## src/hw/rtl/i2cra_pkg.sv

```systemverilog
// Shared types and constants for the I2C register access master.
// No dependencies; used by the sequencer and the top level.
package i2cra_pkg;

  localparam int unsigned CfgIdxW  = 2;
  localparam int unsigned CfgDataW = 10;

  localparam logic [CfgIdxW-1:0] CFG_DEVICE_ADDRESS    = 2'd0;
  localparam logic [CfgIdxW-1:0] CFG_HALF_PERIOD_TICKS = 2'd1;

  localparam logic [1:0] CMD_TICK  = 2'd0;
  localparam logic [1:0] CMD_WRITE = 2'd1;
  localparam logic [1:0] CMD_READ  = 2'd2;

  localparam logic [6:0] DEV_ADDR_RESET    = 7'h18;
  localparam logic [9:0] HALF_PERIOD_RESET = 10'd10;

  typedef struct packed {
    logic [1:0] cmd;
    logic [7:0] reg_num;
    logic [7:0] write_data;
    logic       sda_in;
  } in_t;

  typedef struct packed {
    logic       scl;
    logic       sda_out;
    logic       sda_drive;
    logic       busy_res;
    logic       done_res;
    logic [7:0] read_data;
  } res_t;

  typedef struct packed {
    logic [CfgIdxW-1:0]  index;
    logic [CfgDataW-1:0] data;
  } cfg_wr_t;

  // Register file contents handed to the sequencer
  typedef struct packed {
    logic [6:0] device_address;
    logic [9:0] half_period_ticks;
  } cfg_regs_t;

endpackage

```

## src/hw/rtl/i2cra_stream_if.sv

```systemverilog
// Valid/ready channel carrying one payload per transfer.
// Payload type is supplied per instance, normally from i2cra_pkg.
interface i2cra_stream_if #(
  parameter type payload_t = logic
);
  logic     valid;
  logic     ready;
  payload_t payload;

  modport source (output valid, output payload, input ready);
  modport sink   (input valid, input payload, output ready);
endinterface

```

## src/hw/rtl/i2cra_seq.sv

```systemverilog
// Phase sequencer: holds transaction state and computes line levels per tick.
// Depends on i2cra_pkg for the item, result and register types.
module i2cra_seq (
  input  logic                clk_i,
  input  logic                rst_ni,
  input  logic                step_en_i,
  input  i2cra_pkg::in_t      item_i,
  input  i2cra_pkg::cfg_regs_t regs_i,
  output i2cra_pkg::res_t     res_o
);

  typedef enum logic [13:0] {
    ST_IDLE    = 14'b00000000000001,
    ST_START_A = 14'b00000000000010,
    ST_START_B = 14'b00000000000100,
    ST_WBIT_LO = 14'b00000000001000,
    ST_WBIT_HI = 14'b00000000010000,
    ST_WACK_LO = 14'b00000000100000,
    ST_WACK_HI = 14'b00000001000000,
    ST_RBIT_LO = 14'b00000010000000,
    ST_RBIT_HI = 14'b00000100000000,
    ST_NACK_LO = 14'b00001000000000,
    ST_NACK_HI = 14'b00010000000000,
    ST_STOP_A  = 14'b00100000000000,
    ST_STOP_B  = 14'b01000000000000,
    ST_STOP_C  = 14'b10000000000000
  } state_e;

  localparam logic [1:0] SLOT_ADDR_W = 2'd0;
  localparam logic [1:0] SLOT_REG    = 2'd1;
  localparam logic [1:0] SLOT_VALUE  = 2'd2;
  localparam logic [1:0] SLOT_ADDR_R = 2'd3;

  state_e     step_q, step_d, step_cur;
  logic [3:0] bit_cnt_q, bit_cnt_d, bit_cnt_cur;
  logic [7:0] shift_q, shift_d;
  logic [9:0] timer_q, timer_d, timer_cur, timer_inc;
  logic [7:0] held_reg_q, held_reg_d;
  logic [7:0] held_val_q, held_val_d;
  logic       is_read_q, is_read_d;
  logic [7:0] capt_q, capt_d;
  logic [1:0] slot_q, slot_d, slot_cur;
  logic [9:0] limit;
  logic       cmd_start, phase_end, done;
  logic       scl, sda, drv;
  logic [3:0] bit_cnt_inc;

  assign limit = (regs_i.half_period_ticks == '0) ? 10'd1 : regs_i.half_period_ticks;

  always_comb begin
    step_d      = step_q;
    bit_cnt_d   = bit_cnt_q;
    shift_d     = shift_q;
    held_reg_d  = held_reg_q;
    held_val_d  = held_val_q;
    is_read_d   = is_read_q;
    capt_d      = capt_q;
    slot_d      = slot_q;
    timer_d     = timer_q;
    done        = 1'b0;
    scl         = 1'b1;
    sda         = 1'b1;
    drv         = 1'b1;
    phase_end   = 1'b0;
    timer_inc   = '0;
    bit_cnt_inc = '0;

    // Drop any stray step code back to idle
    unique case (step_q)
      ST_IDLE, ST_START_A, ST_START_B, ST_WBIT_LO, ST_WBIT_HI, ST_WACK_LO,
      ST_WACK_HI, ST_RBIT_LO, ST_RBIT_HI, ST_NACK_LO, ST_NACK_HI,
      ST_STOP_A, ST_STOP_B, ST_STOP_C: step_cur = step_q;
      default: step_cur = ST_IDLE;
    endcase

    cmd_start   = (step_cur == ST_IDLE) &&
                  ((item_i.cmd == i2cra_pkg::CMD_WRITE) ||
                   (item_i.cmd == i2cra_pkg::CMD_READ));
    bit_cnt_cur = bit_cnt_q;
    slot_cur    = slot_q;
    timer_cur   = timer_q;
    if (cmd_start) begin
      held_reg_d  = item_i.reg_num;
      held_val_d  = item_i.write_data;
      is_read_d   = (item_i.cmd == i2cra_pkg::CMD_READ);
      slot_cur    = SLOT_ADDR_W;
      bit_cnt_cur = '0;
      timer_cur   = '0;
      step_cur    = ST_START_A;
    end
    step_d    = step_cur;
    bit_cnt_d = bit_cnt_cur;
    slot_d    = slot_cur;
    timer_d   = timer_cur;

    unique case (step_cur)
      ST_START_A: ;
      ST_START_B: sda = 1'b0;
      ST_WBIT_LO: begin scl = 1'b0; sda = shift_q[7]; end
      ST_WBIT_HI: sda = shift_q[7];
      ST_WACK_LO: begin scl = 1'b0; drv = 1'b0; end
      ST_WACK_HI: drv = 1'b0;
      ST_RBIT_LO: begin scl = 1'b0; drv = 1'b0; end
      ST_RBIT_HI: drv = 1'b0;
      ST_NACK_LO: scl = 1'b0;
      ST_NACK_HI: ;
      ST_STOP_A:  begin scl = 1'b0; sda = 1'b0; end
      ST_STOP_B:  sda = 1'b0;
      ST_STOP_C:  ;
      default:    drv = 1'b0;
    endcase

    if (step_cur != ST_IDLE) begin
      timer_inc = timer_cur + 10'd1;
      phase_end = (timer_inc >= limit) || (timer_inc == '0);
      timer_d   = phase_end ? '0 : timer_inc;
    end

    bit_cnt_inc = bit_cnt_cur + 4'd1;
    if (phase_end) begin
      unique case (step_cur)
        ST_START_A: step_d = ST_START_B;
        ST_START_B: begin
          shift_d   = {regs_i.device_address, slot_cur == SLOT_ADDR_R};
          bit_cnt_d = '0;
          step_d    = ST_WBIT_LO;
        end
        ST_WBIT_LO: step_d = ST_WBIT_HI;
        ST_WBIT_HI: begin
          shift_d   = {shift_q[6:0], 1'b0};
          bit_cnt_d = bit_cnt_inc;
          step_d    = (bit_cnt_inc >= 4'd8) ? ST_WACK_LO : ST_WBIT_LO;
        end
        ST_WACK_LO: step_d = ST_WACK_HI;
        ST_WACK_HI: begin
          bit_cnt_d = '0;
          if (slot_cur == SLOT_ADDR_W) begin
            slot_d  = SLOT_REG;
            shift_d = held_reg_q;
            step_d  = ST_WBIT_LO;
          end else if (slot_cur == SLOT_REG && !is_read_q) begin
            slot_d  = SLOT_VALUE;
            shift_d = held_val_q;
            step_d  = ST_WBIT_LO;
          end else if (slot_cur == SLOT_ADDR_R) begin
            shift_d = '0;
            step_d  = ST_RBIT_LO;
          end else begin
            step_d  = ST_STOP_A;
          end
        end
        ST_RBIT_LO: step_d = ST_RBIT_HI;
        ST_RBIT_HI: begin
          shift_d   = {shift_q[6:0], item_i.sda_in};
          bit_cnt_d = bit_cnt_inc;
          if (bit_cnt_inc >= 4'd8) begin
            capt_d = {shift_q[6:0], item_i.sda_in};
            step_d = ST_NACK_LO;
          end else begin
            step_d = ST_RBIT_LO;
          end
        end
        ST_NACK_LO: step_d = ST_NACK_HI;
        ST_NACK_HI: step_d = ST_STOP_A;
        ST_STOP_A:  step_d = ST_STOP_B;
        ST_STOP_B:  step_d = ST_STOP_C;
        ST_STOP_C: begin
          // After the stop, start again for the read half, otherwise finish
          if (is_read_q && slot_cur == SLOT_REG) begin
            slot_d = SLOT_ADDR_R;
            step_d = ST_START_A;
          end else begin
            step_d = ST_IDLE;
            done   = 1'b1;
          end
        end
        default: step_d = ST_IDLE;
      endcase
    end
  end

  always_comb begin
    res_o.scl       = scl;
    res_o.sda_out   = drv ? sda : 1'b1;
    res_o.sda_drive = drv;
    res_o.busy_res  = (step_cur != ST_IDLE);
    res_o.done_res  = done;
    res_o.read_data = capt_d;
  end

  always_ff @(posedge clk_i or negedge rst_ni) begin
    if (!rst_ni) begin
      step_q     <= ST_IDLE;
      bit_cnt_q  <= '0;
      shift_q    <= '0;
      timer_q    <= '0;
      held_reg_q <= '0;
      held_val_q <= '0;
      is_read_q  <= 1'b0;
      capt_q     <= '0;
      slot_q     <= SLOT_ADDR_W;
    end else if (step_en_i) begin
      step_q     <= step_d;
      bit_cnt_q  <= bit_cnt_d;
      shift_q    <= shift_d;
      timer_q    <= timer_d;
      held_reg_q <= held_reg_d;
      held_val_q <= held_val_d;
      is_read_q  <= is_read_d;
      capt_q     <= capt_d;
      slot_q     <= slot_d;
    end
  end

  a_onehot_step: assert property (@(posedge clk_i) disable iff (!rst_ni)
    $onehot(step_q))
    else $error("sequencer step lost its one-hot code");

  a_count_bound: assert property (@(posedge clk_i) disable iff (!rst_ni)
    bit_cnt_q <= 4'd8)
    else $error("bit counter ran past a byte");

  a_timer_bound: assert property (@(posedge clk_i) disable iff (!rst_ni)
    step_en_i && !cmd_start |=> timer_q < limit || $past(step_q) == ST_IDLE)
    else $error("half period timer ran past its limit");

endmodule

```

## src/hw/rtl/i2c_master_register_access.sv

```systemverilog
// I2C register access master: each accepted input item is one timing tick, and each
// tick yields exactly one result with the SCL/SDA levels for that tick, so the block
// takes one item per clock cycle while results drain; each result appears in the cycle
// after its item. A single-pass phase sequencer that updates on every transfer feeds one
// output register; the input is taken whenever that register is empty or being drained.
// A write sends start, address+W, register, value, stop; a read sends start,
// address+W, register, stop, then start, address+R, eight sampled bits, NACK, stop.
// Each phase lasts half_period_ticks ticks (zero acts as one). Commands arriving while
// busy are ignored. Configuration is taken at any cycle; write it only while idle.
// Depends on i2cra_pkg, i2cra_stream_if and i2cra_seq.
module i2c_master_register_access (
  input  logic            clk_i,
  input  logic            rst_ni,
  i2cra_stream_if.sink    in_i,
  i2cra_stream_if.source  res_o,
  i2cra_stream_if.sink    cfg_i
);

  i2cra_pkg::cfg_regs_t regs_q;
  i2cra_pkg::res_t      res_d, res_q;
  i2cra_pkg::in_t       item;
  i2cra_pkg::cfg_wr_t   cfg_wr;
  logic                 out_valid_q;
  logic                 in_xfer;

  assign item       = in_i.payload;
  assign cfg_wr     = cfg_i.payload;
  assign cfg_i.ready = 1'b1;

  // Advance whenever the result register is free or drains this cycle
  assign in_i.ready = !out_valid_q || res_o.ready;
  assign in_xfer    = in_i.valid && in_i.ready;

  always_ff @(posedge clk_i or negedge rst_ni) begin
    if (!rst_ni) begin
      regs_q.device_address    <= i2cra_pkg::DEV_ADDR_RESET;
      regs_q.half_period_ticks <= i2cra_pkg::HALF_PERIOD_RESET;
    end else if (cfg_i.valid) begin
      unique case (cfg_wr.index)
        i2cra_pkg::CFG_DEVICE_ADDRESS:    regs_q.device_address    <= cfg_wr.data[6:0];
        i2cra_pkg::CFG_HALF_PERIOD_TICKS: regs_q.half_period_ticks <= cfg_wr.data;
        default: ;
      endcase
    end
  end

  i2cra_seq u_seq (
    .clk_i     (clk_i),
    .rst_ni    (rst_ni),
    .step_en_i (in_xfer),
    .item_i    (item),
    .regs_i    (regs_q),
    .res_o     (res_d)
  );

  always_ff @(posedge clk_i or negedge rst_ni) begin
    if (!rst_ni) begin
      out_valid_q <= 1'b0;
    end else if (in_xfer) begin
      out_valid_q <= 1'b1;
    end else if (res_o.ready) begin
      out_valid_q <= 1'b0;
    end
  end

  always_ff @(posedge clk_i) begin
    if (in_xfer) begin
      res_q <= res_d;
    end
  end

  assign res_o.valid   = out_valid_q;
  assign res_o.payload = res_q;

  a_xfer_gives_result: assert property (@(posedge clk_i) disable iff (!rst_ni)
    in_xfer |=> out_valid_q)
    else $error("transfer did not produce a result");

  a_done_in_busy: assert property (@(posedge clk_i) disable iff (!rst_ni)
    out_valid_q && res_q.done_res |-> res_q.busy_res)
    else $error("done flagged outside a transaction");

  a_released_high: assert property (@(posedge clk_i) disable iff (!rst_ni)
    out_valid_q && !res_q.sda_drive |-> res_q.sda_out)
    else $error("released SDA reported low");

  a_empty_ready: assert property (@(posedge clk_i) disable iff (!rst_ni)
    !out_valid_q |-> in_i.ready)
    else $error("input stalled with an empty result register");

endmodule
```

## src/flat_wrapper.sv

```systemverilog
// flat-port wrapper written by rule: the top's interface ports become plain ports
module i2c_master_register_access_flat 
  (clk_i, rst_ni, in_i_valid, in_i_payload, in_i_ready, res_o_valid, res_o_payload, res_o_ready, cfg_i_valid, cfg_i_payload, cfg_i_ready);
  i2cra_stream_if in_i_i ();
  i2cra_stream_if res_o_i ();
  i2cra_stream_if cfg_i_i ();
  input  logic clk_i;
  input  logic rst_ni;
  input wire logic [$bits(in_i_i.valid)-1:0] in_i_valid;
  input wire logic [$bits(in_i_i.payload)-1:0] in_i_payload;
  output wire logic [$bits(in_i_i.ready)-1:0] in_i_ready;
  output wire logic [$bits(res_o_i.valid)-1:0] res_o_valid;
  output wire logic [$bits(res_o_i.payload)-1:0] res_o_payload;
  input wire logic [$bits(res_o_i.ready)-1:0] res_o_ready;
  input wire logic [$bits(cfg_i_i.valid)-1:0] cfg_i_valid;
  input wire logic [$bits(cfg_i_i.payload)-1:0] cfg_i_payload;
  output wire logic [$bits(cfg_i_i.ready)-1:0] cfg_i_ready;
  assign in_i_i.valid = in_i_valid;
  assign in_i_i.payload = in_i_payload;
  assign in_i_ready = in_i_i.ready;
  assign res_o_valid = res_o_i.valid;
  assign res_o_payload = res_o_i.payload;
  assign res_o_i.ready = res_o_ready;
  assign cfg_i_i.valid = cfg_i_valid;
  assign cfg_i_i.payload = cfg_i_payload;
  assign cfg_i_ready = cfg_i_i.ready;
  i2c_master_register_access u_core (.clk_i(clk_i), .rst_ni(rst_ni), .in_i(in_i_i), .res_o(res_o_i), .cfg_i(cfg_i_i));
endmodule
```

## config.mk

```make
export PLATFORM = sky130hd
export DESIGN_NAME = i2c_master_register_access_flat
export DESIGN_NICKNAME = d
export VERILOG_FILES = /design/src/hw/rtl/i2cra_pkg.sv /design/src/hw/rtl/i2cra_stream_if.sv /design/src/hw/rtl/i2cra_seq.sv /design/src/hw/rtl/i2c_master_register_access.sv /design/src/flat_wrapper.sv
export SDC_FILE = /design/constraint.sdc
export NUM_CORES = 1
export LEC_CHECK = 0
export BUFFER_PORTS_ARGS = -buffer_cell sky130_fd_sc_hd__buf_2
export CORE_MARGIN = 2
export CORE_UTILIZATION = 40
export DETAILED_ROUTE_END_ITERATION = 8
export PLACE_DENSITY = 0.6
export SETUP_SLACK_MARGIN = 0.3
export SLEW_MARGIN = 20
export SYNTH_ARGS = -nofsm -noshare
export SYNTH_HDL_FRONTEND = slang
export SYNTH_SLANG_ARGS = --single-unit
```

## constraint.sdc

```tcl
create_clock -name clk_i -period 2.44 [get_ports clk_i]
set_input_delay 0 -clock clk_i [delete_from_list [all_inputs] [get_ports clk_i]]
set_output_delay 0 -clock clk_i [all_outputs]
set_load 0.01 [all_outputs]
```

# == After elaboration in Yosys (flattened, before gate mapping) ==
# Cells that the tools add are included.
# op_classes
addsub,2
order_cmp,2
n_eq_ne,32
n_mux,23
n_bitwise,1
n_reduce_logical,17
# op_table
op,n
14-bit case mux with 12 select lines,1
12-bit two-way mux,3
14-bit by 10-bit equality test with 1-bit output (second input constant),2
14-bit by 11-bit equality test with 1-bit output (second input constant),2
14-bit by 12-bit equality test with 1-bit output (second input constant),2
14-bit by 13-bit equality test with 1-bit output (second input constant),2
14-bit equality test (second input constant),2
14-bit by 2-bit equality test with 1-bit output (second input constant),2
14-bit by 3-bit equality test with 1-bit output (second input constant),2
14-bit by 4-bit equality test with 1-bit output (second input constant),2
14-bit by 5-bit equality test with 1-bit output (second input constant),2
14-bit by 6-bit equality test with 1-bit output (second input constant),2
14-bit by 7-bit equality test with 1-bit output (second input constant),2
14-bit by 8-bit equality test with 1-bit output (second input constant),2
14-bit by 9-bit equality test with 1-bit output (second input constant),2
14-bit two-way mux,2
7-bit case mux with 4 select lines,1
8-bit two-way mux,3
7-bit two-way mux,3
10-bit two-way mux,2
14-bit by 1-bit equality test with 1-bit output (second input constant),1
14-bit by 1-bit inequality test with 1-bit output (second input constant),1
14-bit OR reduction,1
10-bit by 1-bit adder with 10-bit output (second input constant),1
other kinds (24),32
# totals
reg_bits,50
inputBits,7
output_inout_bits,4
elab_cells,86

# == Depth between registers and ports, before layout ==
# Gate-level depths: netlist (run 1).
# depth
word_depth,7
depth_mapped,9
depth_no_buf,8

# == Hierarchy ==
# Synthesis (run 1) repeated with hierarchy kept, for this count alone.
# unflattened
cells_unflattened,450
hier_area_um2,4391.7
# by_module_without_submodules
mod,n_inst,cells_each,area_per_inst_um2,seq_area_each_um2
i2cra_seq,1,438,4220.3,1577.8
i2c_master_register_access,1,12,171.4,106.4

# == Worst setup path before layout (run 1) ==
# No wires, ideal clock.
# synth_timing
kind,register to register
from,register u_core.u_seq.timer_q[0]
to,"register u_core.res_q, in the netlist u_core.res_o.payload, data pin"
setup_time_ps,262
t_arrival_ps,2418
required_time_ps,2178
path_slack_ps,-241
path_stages_with_launch,10
n_path_buf,2
period_less_slack_ps,2681
path_cell_list,dfrtp_1 > ha_1 > and3_1 > clkbuf_1 > or3_1 > a32oi_1 > nor4b_4 > buf_6 > nor3_1 > mux2_1
# synth_lines
item,line_no,text
from (decl),i2cra_seq.sv:37,"logic [9:0] timer_q, timer_d, timer_cur, timer_inc;"
from (signal assigned),i2cra_seq.sv:206,timer_q <= timer_d;
to (signal assigned),i2c_master_register_access.sv:68,res_q <= res_d;
to (decl),i2c_master_register_access.sv:20,"i2cra_pkg::res_t res_d, res_q;"

==> flow_summary.yaml, run 1 <==
status:
  outcome: "finished, violations left"
  violations_in_the_final_reports: "negative hold slack"
yosys:
  synth.yosys.seq_area_share: 0.415
  synth_largest_area_cell: "dfrtp_1"
  synthSimpleGateAreaFrac: 0.234
  yosys.area_share.xor_xnor: 0.0349
  netlist_top_cells_count: "31 x dfrtp_1, 11 x inv_1, 10 x a22o_1"
  ys.flop_type: "dfrtp_1"
  yosysMostFrequentCell: "dfrtp_1"
  mappedNetlistArea_um2: 2010
  edff_count_synth: 1
  synth-compound-area-share: 0.204
  syn_nets: 212
  synth_largest_type_area_fraction: 0.387
  synth_fa_ha_area_frac: 0.0249
  number_of_different_library_cells_in_the_post_synthesis_netlist: 59
  post_synth.cell_area_avg_um2: 9.98
  yosys_register_bits: 33
  synthArstFlopShare: 0.970
  synth_area_leaders: "dfrtp_1 39%, a22o_1 4.4%, xor2_1 2.6%"
  yosysWarnings: 0
  yosys-mux-area-fraction: 0.0324
  synth_top_family_by_area: "simple AND/OR/NAND/NOR gates"
  synthesis.instances: 201
final_layout:
  num-nets-final: 248
  post_route_cells_drive_above_1_share: 0.307
  fillers: 407
  antenna_cells: 0
  multi_input_area_um2: 1190
  finish.cell_count_without_fillers: 305
  sequential_cell_area_um2: 835
  area_delta_synth_final_pct: 28.4
sta:
  period_share: 0.999
  setup_viol_count_final: 0
  fmax_ghz: 0.410
  final-max-slew-violation-count: 0
  rsz_0062_raised_after_global_routing: "yes"
  worst_hold_slack_ns: -0.00161
  relSlewSlack: 0.545
  hold_viol: 1
  finalClockSkew_ns: 0.00828
  timing.final.crit_period_ns: 2.44
  worst-slew-pin-transition_ns: 0.683
placed_design:
  place.detailed.instances: 286
  port_buffers: 7
  dp_hpwl_um: 3230
  place_congestion: 0.899
clocking:
  clkLatencyLatePin_ns: 0.30
  cts.sinks: 33
  clock_path_buffers: 2
  clock_tree.htree_level_count: 2
  clock_tree.root_cell: "clkbuf_8"
  num_cts_buffers: 5
  cts_tree: "done"
  cts.reportedPaths.clkPinSlew_ns: 0.07
global_routing:
  global_route.usage.total: 0.190
  grt_remaining_overflow: 0
  gr-usage-met3: 0.0455
  grt.busiest_layer: "met2"
  grt_start_max_net_pins: 33
  antenna_found_initial: 0
  first_global_vias: 1686
  grt_first_pass_wirelength_um: 8150
  global_route.usage.met1: 0.277
  grt.met2_usage: 0.281
min_path:
  hold_path_origin: "res_o_ready"
  hold_path_class: "in2reg"
route:
  vias: 1745
  post_drt_via_cell_ratio: 5.72
  number_of_design_rule_violations_left_after_detail_routing: 0
  postRouteWirelength_um: 4700
  iteration_0_drc_markers: 132
  wire_per_inst_um: 15.4
  antenna_left: 0
  firstDrtPassIters: 4
critical_path:
  worst-endpoint-arrival_ns: 2.48
  setup.worst_path.end_class: "flop"
  critical_path.max_fanout: 6
  required_ns: 2.49
  critical_register_to_register_path_startpoint: "u_core.u_seq.timer_q[0]"
  category_of_the_critical_setup_timing_path: "reg2reg"
  worstSetupStartpointType: "flop"
  setup.worst_path.start: "u_core.u_seq.timer_q[0]"
  reg2reg_setup_slack_ns: 0.002
power:
  cellPowerDensity_nw_per_um2: 461
  total_power_w: 0.00119
  worst_ir_drop_vdd_uv: 324
  power.leakage_nw: 1.11
floorplan:
  die_w_um: 74.8
  core_um2: 4790
  io_pins: 11
  floorplan.rows: 25
  initial_utilization: 0.419
  floorplan.die_area_um2: 5600
  die_height_um: 74.8
flow_run:
  cap_violations: 0
## worst max-delay path, cell delays in order (launching register included)
cell and delay [ns]:
dfrtp_2 0.47, nand3_1 0.16, or4_1 0.54, a32oi_1 0.18, nor4b_4 0.31, buf_12 0.18, nor3_4 0.04, mux2_4 0.30
## final timing paths
path,to,cells after the start
worst max-delay path,u_core.res_o.payload,7
worst min-delay path,u_core.res_o.valid,3
max in group asynchronous,u_core.u_seq.timer_q[1],2
worst min register to register,u_core.u_seq.capt_q[0],1
worst max register to register,u_core.res_o.payload,7
min in group asynchronous,u_core.u_seq.timer_q[4],2
## sequential cells by signal (all words and copies together) (netlist names)
register / count
u_core.res_o.payload: 1
u_core.res_o.valid: 1
u_core.u_seq.bit_cnt_q: 4
u_core.u_seq.capt_q: 1
u_core.u_seq.slot_q: 2
u_core.u_seq.step_q: 14
u_core.u_seq.timer_q: 10
## layout by cell type (no fill, tap or decap), drive strengths merged, types with 5 or more instances in the layout
cell	n
clkbuf	6
xor2	6
nand3	7
nand4	5
o21ai	9
buf	36
a21oi	7
nor2	8
dfrtp	31
nor3	7
inv	11
nor3b	5
and2	9
nor4	6
a22o	10
nand2	7
o211ai	5
## final cells by class
type	count	area share
multi-input combinational	146	0.462
sequential	33	0.324
timing repair buffer	40	0.132
tap	67	0.0325
clock buffer	5	0.0267
inverter	11	0.0160
clock inverter	3	0.00680
## routing by layer
metal	wire length, um	share of wire
met3	271	0.058
met4	51	0.011
met5	0	0
met2	2150	0.46
met1	2220	0.47
## report_power, final
part           internal [W]  switching, W  total [W]  leakage, nW
clock network      0.000197      0.000215   0.000412       0.0439
registers          0.000566     0.0000216   0.000588        0.435
logic             0.0000997     0.0000882   0.000188        0.629
## metrics by stage
step                      area [um2]  setup WS [ns]  hold WS [ns]  setup TNS (ns)   util
final                           2580        0.00193      -0.00161               0  0.538
after global routing            2580        -0.0771        0.0405          -0.615  0.538
after CTS                       2540         0.0258       0.00197               0  0.530
after detailed placement        2280         -0.120        0.0920          -0.519  0.476
after global placement          2280        0.00808        0.0888               0  0.476
after floorplan                 2040         -0.112        -0.296          -0.116      -
## cells by family (layout without fill, tap and decap cells)
group	Yosys count	count (layout)
adder cells (fa/ha/maj)	4	4
buffers and inverters	22	59
flip-flops	33	33
XOR/XNOR	8	8
multiplexers	6	6
AO/OA/AOI/OAI	54	54
AND/OR/NAND/NOR	73	73
other	1	1
## timing repair
item                                    CTS  global route
gates cloned                              1             0
setup buffers                             6             1
hold buffers                              3             0
endpoints found under the hold margin    33             0
endpoints found under the setup margin   30            31
resized for setup                        15             7
pin swaps                                 9             8
No activity file was read; power rests on OpenSTA's default activity.
==> run 2: changes to the inputs <==
--- a/config.mk
+++ b/config.mk
@@ -9,9 +9,10 @@
 export CORE_MARGIN = 2
 export CORE_UTILIZATION = 40
 export DETAILED_ROUTE_END_ITERATION = 8
-export PLACE_DENSITY = 0.6
+export PLACE_DENSITY = 0.59
 export SETUP_SLACK_MARGIN = 0.3
 export SLEW_MARGIN = 20
 export SYNTH_ARGS = -nofsm -noshare
 export SYNTH_HDL_FRONTEND = slang
+export SYNTH_HIERARCHICAL = 1
 export SYNTH_SLANG_ARGS = --single-unit
==> run 2 against run 1 <==
Compared with the run above: final area increased by 55%; sequential share of layout area is 11 points lower; synthesized cell count up 64%; count of clock-buffer cells in the layout increased by 1; critical path depth increased by 5; power increased by 110%; the run ends with max-slew violations, negative setup slack left; largest cell class unchanged; non-clock buffer count increased by 50.
==> flow_summary.yaml, run 2 <==
critical_path:
  path_cells: "and3_2 > nand3_1 > xor2_1 > nor2_1 > ha_1 > o2111ai_1 > o21a_1 > o21a_2 > a221oi_4 > or2_1 > nor4b_4 > mux2_4"
  setup.worst_path.end_class: "flop"
  critPathMaxStageDelay_ns: 0.41
  worst-endpoint-arrival_ns: 3.20
  category_of_the_critical_setup_timing_path: "reg2reg"
  crit_family: "compound AO/OA/AOI/OAI gates"
  worstSetupStartpointType: "flop"
  timing.critical_path.slowest_stage_cell: "dfrtp_1"
  critical_path.max_fanout: 4
  required_ns: 2.49
  crit_buf_inv: 0
clocking:
  clock_tree.root_cell: "clkbuf_8"
  num_cts_buffers: 5
  clock_tree.htree_level_count: 2
  cts.reportedPaths.clkPinSlew_ns: 0.08
  cts_tree: "done"
  cts.sinks: 34
  clkLatencyLatePin_ns: 0.29
  clock_path_buffers: 2
power:
  cellPowerDensity_nw_per_um2: 616
  worst_ir_drop_vdd_uv: 294
  power.leakage_nw: 1.89
floorplan:
  floorplan.rows: 30
  io_pins: 11
  die_w_um: 86.7
  initial_utilization: 0.407
  die_height_um: 86.7
  core_um2: 6720
  floorplan.die_area_um2: 7520
yosys:
  synthesis.instances: 329
  yosysWarnings: 6
  post_synth.cell_area_avg_um2: 8.31
  mappedNetlistArea_um2: 2740
final_layout:
  layout.cells.most_common: "buf_4"
  post_route_cells_drive_above_1_share: 0.372
  antenna_cells: 0
  post-route-cell-area_um2: 3980
  reg.largest.list: "u_core/u_seq/step_q: 14 flops, u_core/u_seq/timer_q: 10 flops, u_core/u_seq/bit_cnt_q: 4 flops"
  regMostFlops: "u_core/u_seq/step_q"
  finish.utilization: 0.593
  fillers: 583
  area_delta_synth_final_pct: 45.7
  largest_register_ffs: 14
  layout_common_cells: "68 x buf_4, 32 x dfrtp_1, 31 x nand2_1"
  num-nets-final: 444
status:
  outcome: "finished, violations left"
  violations_in_the_final_reports: "max-slew violations, negative setup slack"
route:
  top_layer: "met4"
  antenna_left: 0
  wire_per_inst_um: 16.0
  routed-wl-met2_um: 3730
  route.layer.met1.wl_um: 3940
  firstDrtPassIters: 5
  post_drt_via_cell_ratio: 5.50
  postRouteWirelength_um: 8050
  vias: 2759
  iteration_0_drc_markers: 169
  number_of_design_rule_violations_left_after_detail_routing: 0
  wl_met3_um: 273
sta:
  rsz_0062_raised_after_global_routing: "yes"
  worst_hold_slack_ns: 0.302
  relSlewSlack: -1.17
  setup_viol_count_final: 32
  setup_slack_ns: -0.711
  totalNegativeSetupSlack_ns: -14.24
  worst-slew-pin-transition_ns: 3.22
  finalClockSkew_ns: 0.00782
  period_share: 1.29
  hold_viol: 0
  timing.final.crit_period_ns: 3.15
  fmax_ghz: 0.317
  final-max-slew-violation-count: 26
flow_run:
  cap_violations: 0
global_routing:
  grt_start_max_net_pins: 34
  grt_first_pass_wirelength_um: 13100
  grt_remaining_overflow: 0
  global_route.usage.total: 0.223
  antenna_found_initial: 0
  first_global_vias: 2597
placed_design:
  dpl_cell_area_um2: 3370
  preCtsSetupSlack_ns: -0.755
  port_buffers: 7
  dp_hpwl_um: 5520
  place_congestion: 0.894
min_path:
  hold_path_class: "in2out"
run 2: layout make-up:
cell class / count / area, um2 / area share
Multi-Input combinational cell: 269 / 2110 / 0.529
Clock buffer: 6 / 72.6 / 0.0182
Clock inverter: 2 / 10.0 / 0.00251
Tap cell: 80 / 100 / 0.0251
Inverter: 21 / 78.8 / 0.0198
Sequential cell: 34 / 857 / 0.215
Timing Repair Buffer: 90 / 757 / 0.190
run 2: routing by layer:
| layer | vias to the layer above | track usage |
|---|---|---|
| li1 | 1353 | - |
| met1 | 1337 | 0.327 |
| met2 | 58 | 0.340 |
| met3 | 11 | 0.0333 |
| met4 | 0 | 0.0682 |
| met5 | - | 0 |
run 2: what timing repair did:
action                                  4_1_cts  5_1_grt
cloned                                        1        1
pin swaps                                    10       18
hold buffers                                  4        0
resized for setup                            22       51
setup buffers                                 5       11
hold endpoints to repair                     34        0
endpoints found under the setup margin       32       32
run 2: power breakdown:
part	switching [W]	internal, W
registers	0.0000642	0.000636
logic	0.000702	0.000638
clock network	0.000217	0.000198
total	0.000984	0.00147
run 2: worst register-to-register path: stages, from the launching register on:
cell and delay, ns:
dfrtp_1 0.41, and3_2 0.25, nand3_1 0.10, xor2_1 0.19
nor2_1 0.08, ha_1 0.34, o2111ai_1 0.12, o21a_1 0.19
o21a_2 0.24, a221oi_4 0.28, or2_1 0.17, nor4b_4 0.22
mux2_4 0.33
run 2: final timing paths:
path / cells past startpoint / from / to / slack (ns)
worst max-delay path: 12 / u_core/u_seq/timer_q[1] / u_core/res_o.payload / -0.71
worst min-delay path: 3 / res_o_ready / in_i_ready / 0.30
worst max register to register: 12 / u_core/u_seq/timer_q[1] / u_core/res_o.payload / -0.71
worst min register to register: 2 / u_core/u_seq/bit_cnt_q[3] / u_core/u_seq/bit_cnt_q[3] / 0.50
max in group asynchronous: 2 / rst_ni / u_core/u_seq/timer_q[6] / 1.63
min in group asynchronous: 2 / rst_ni / u_core/u_seq/step_q[13] / 0.32
run 2: through the flow:
| stage | cells | total power (W) |
|---|---|---|
| 2_1_floorplan | 347 | 0.00136 |
| 3_3_place_gp | 472 | 0.00178 |
| 3_5_place_dp | 472 | 0.00179 |
| 4_1_cts | 490 | 0.00228 |
| 5_1_grt | 502 | 0.00263 |
| 6_report | 502 | 0.00246 |
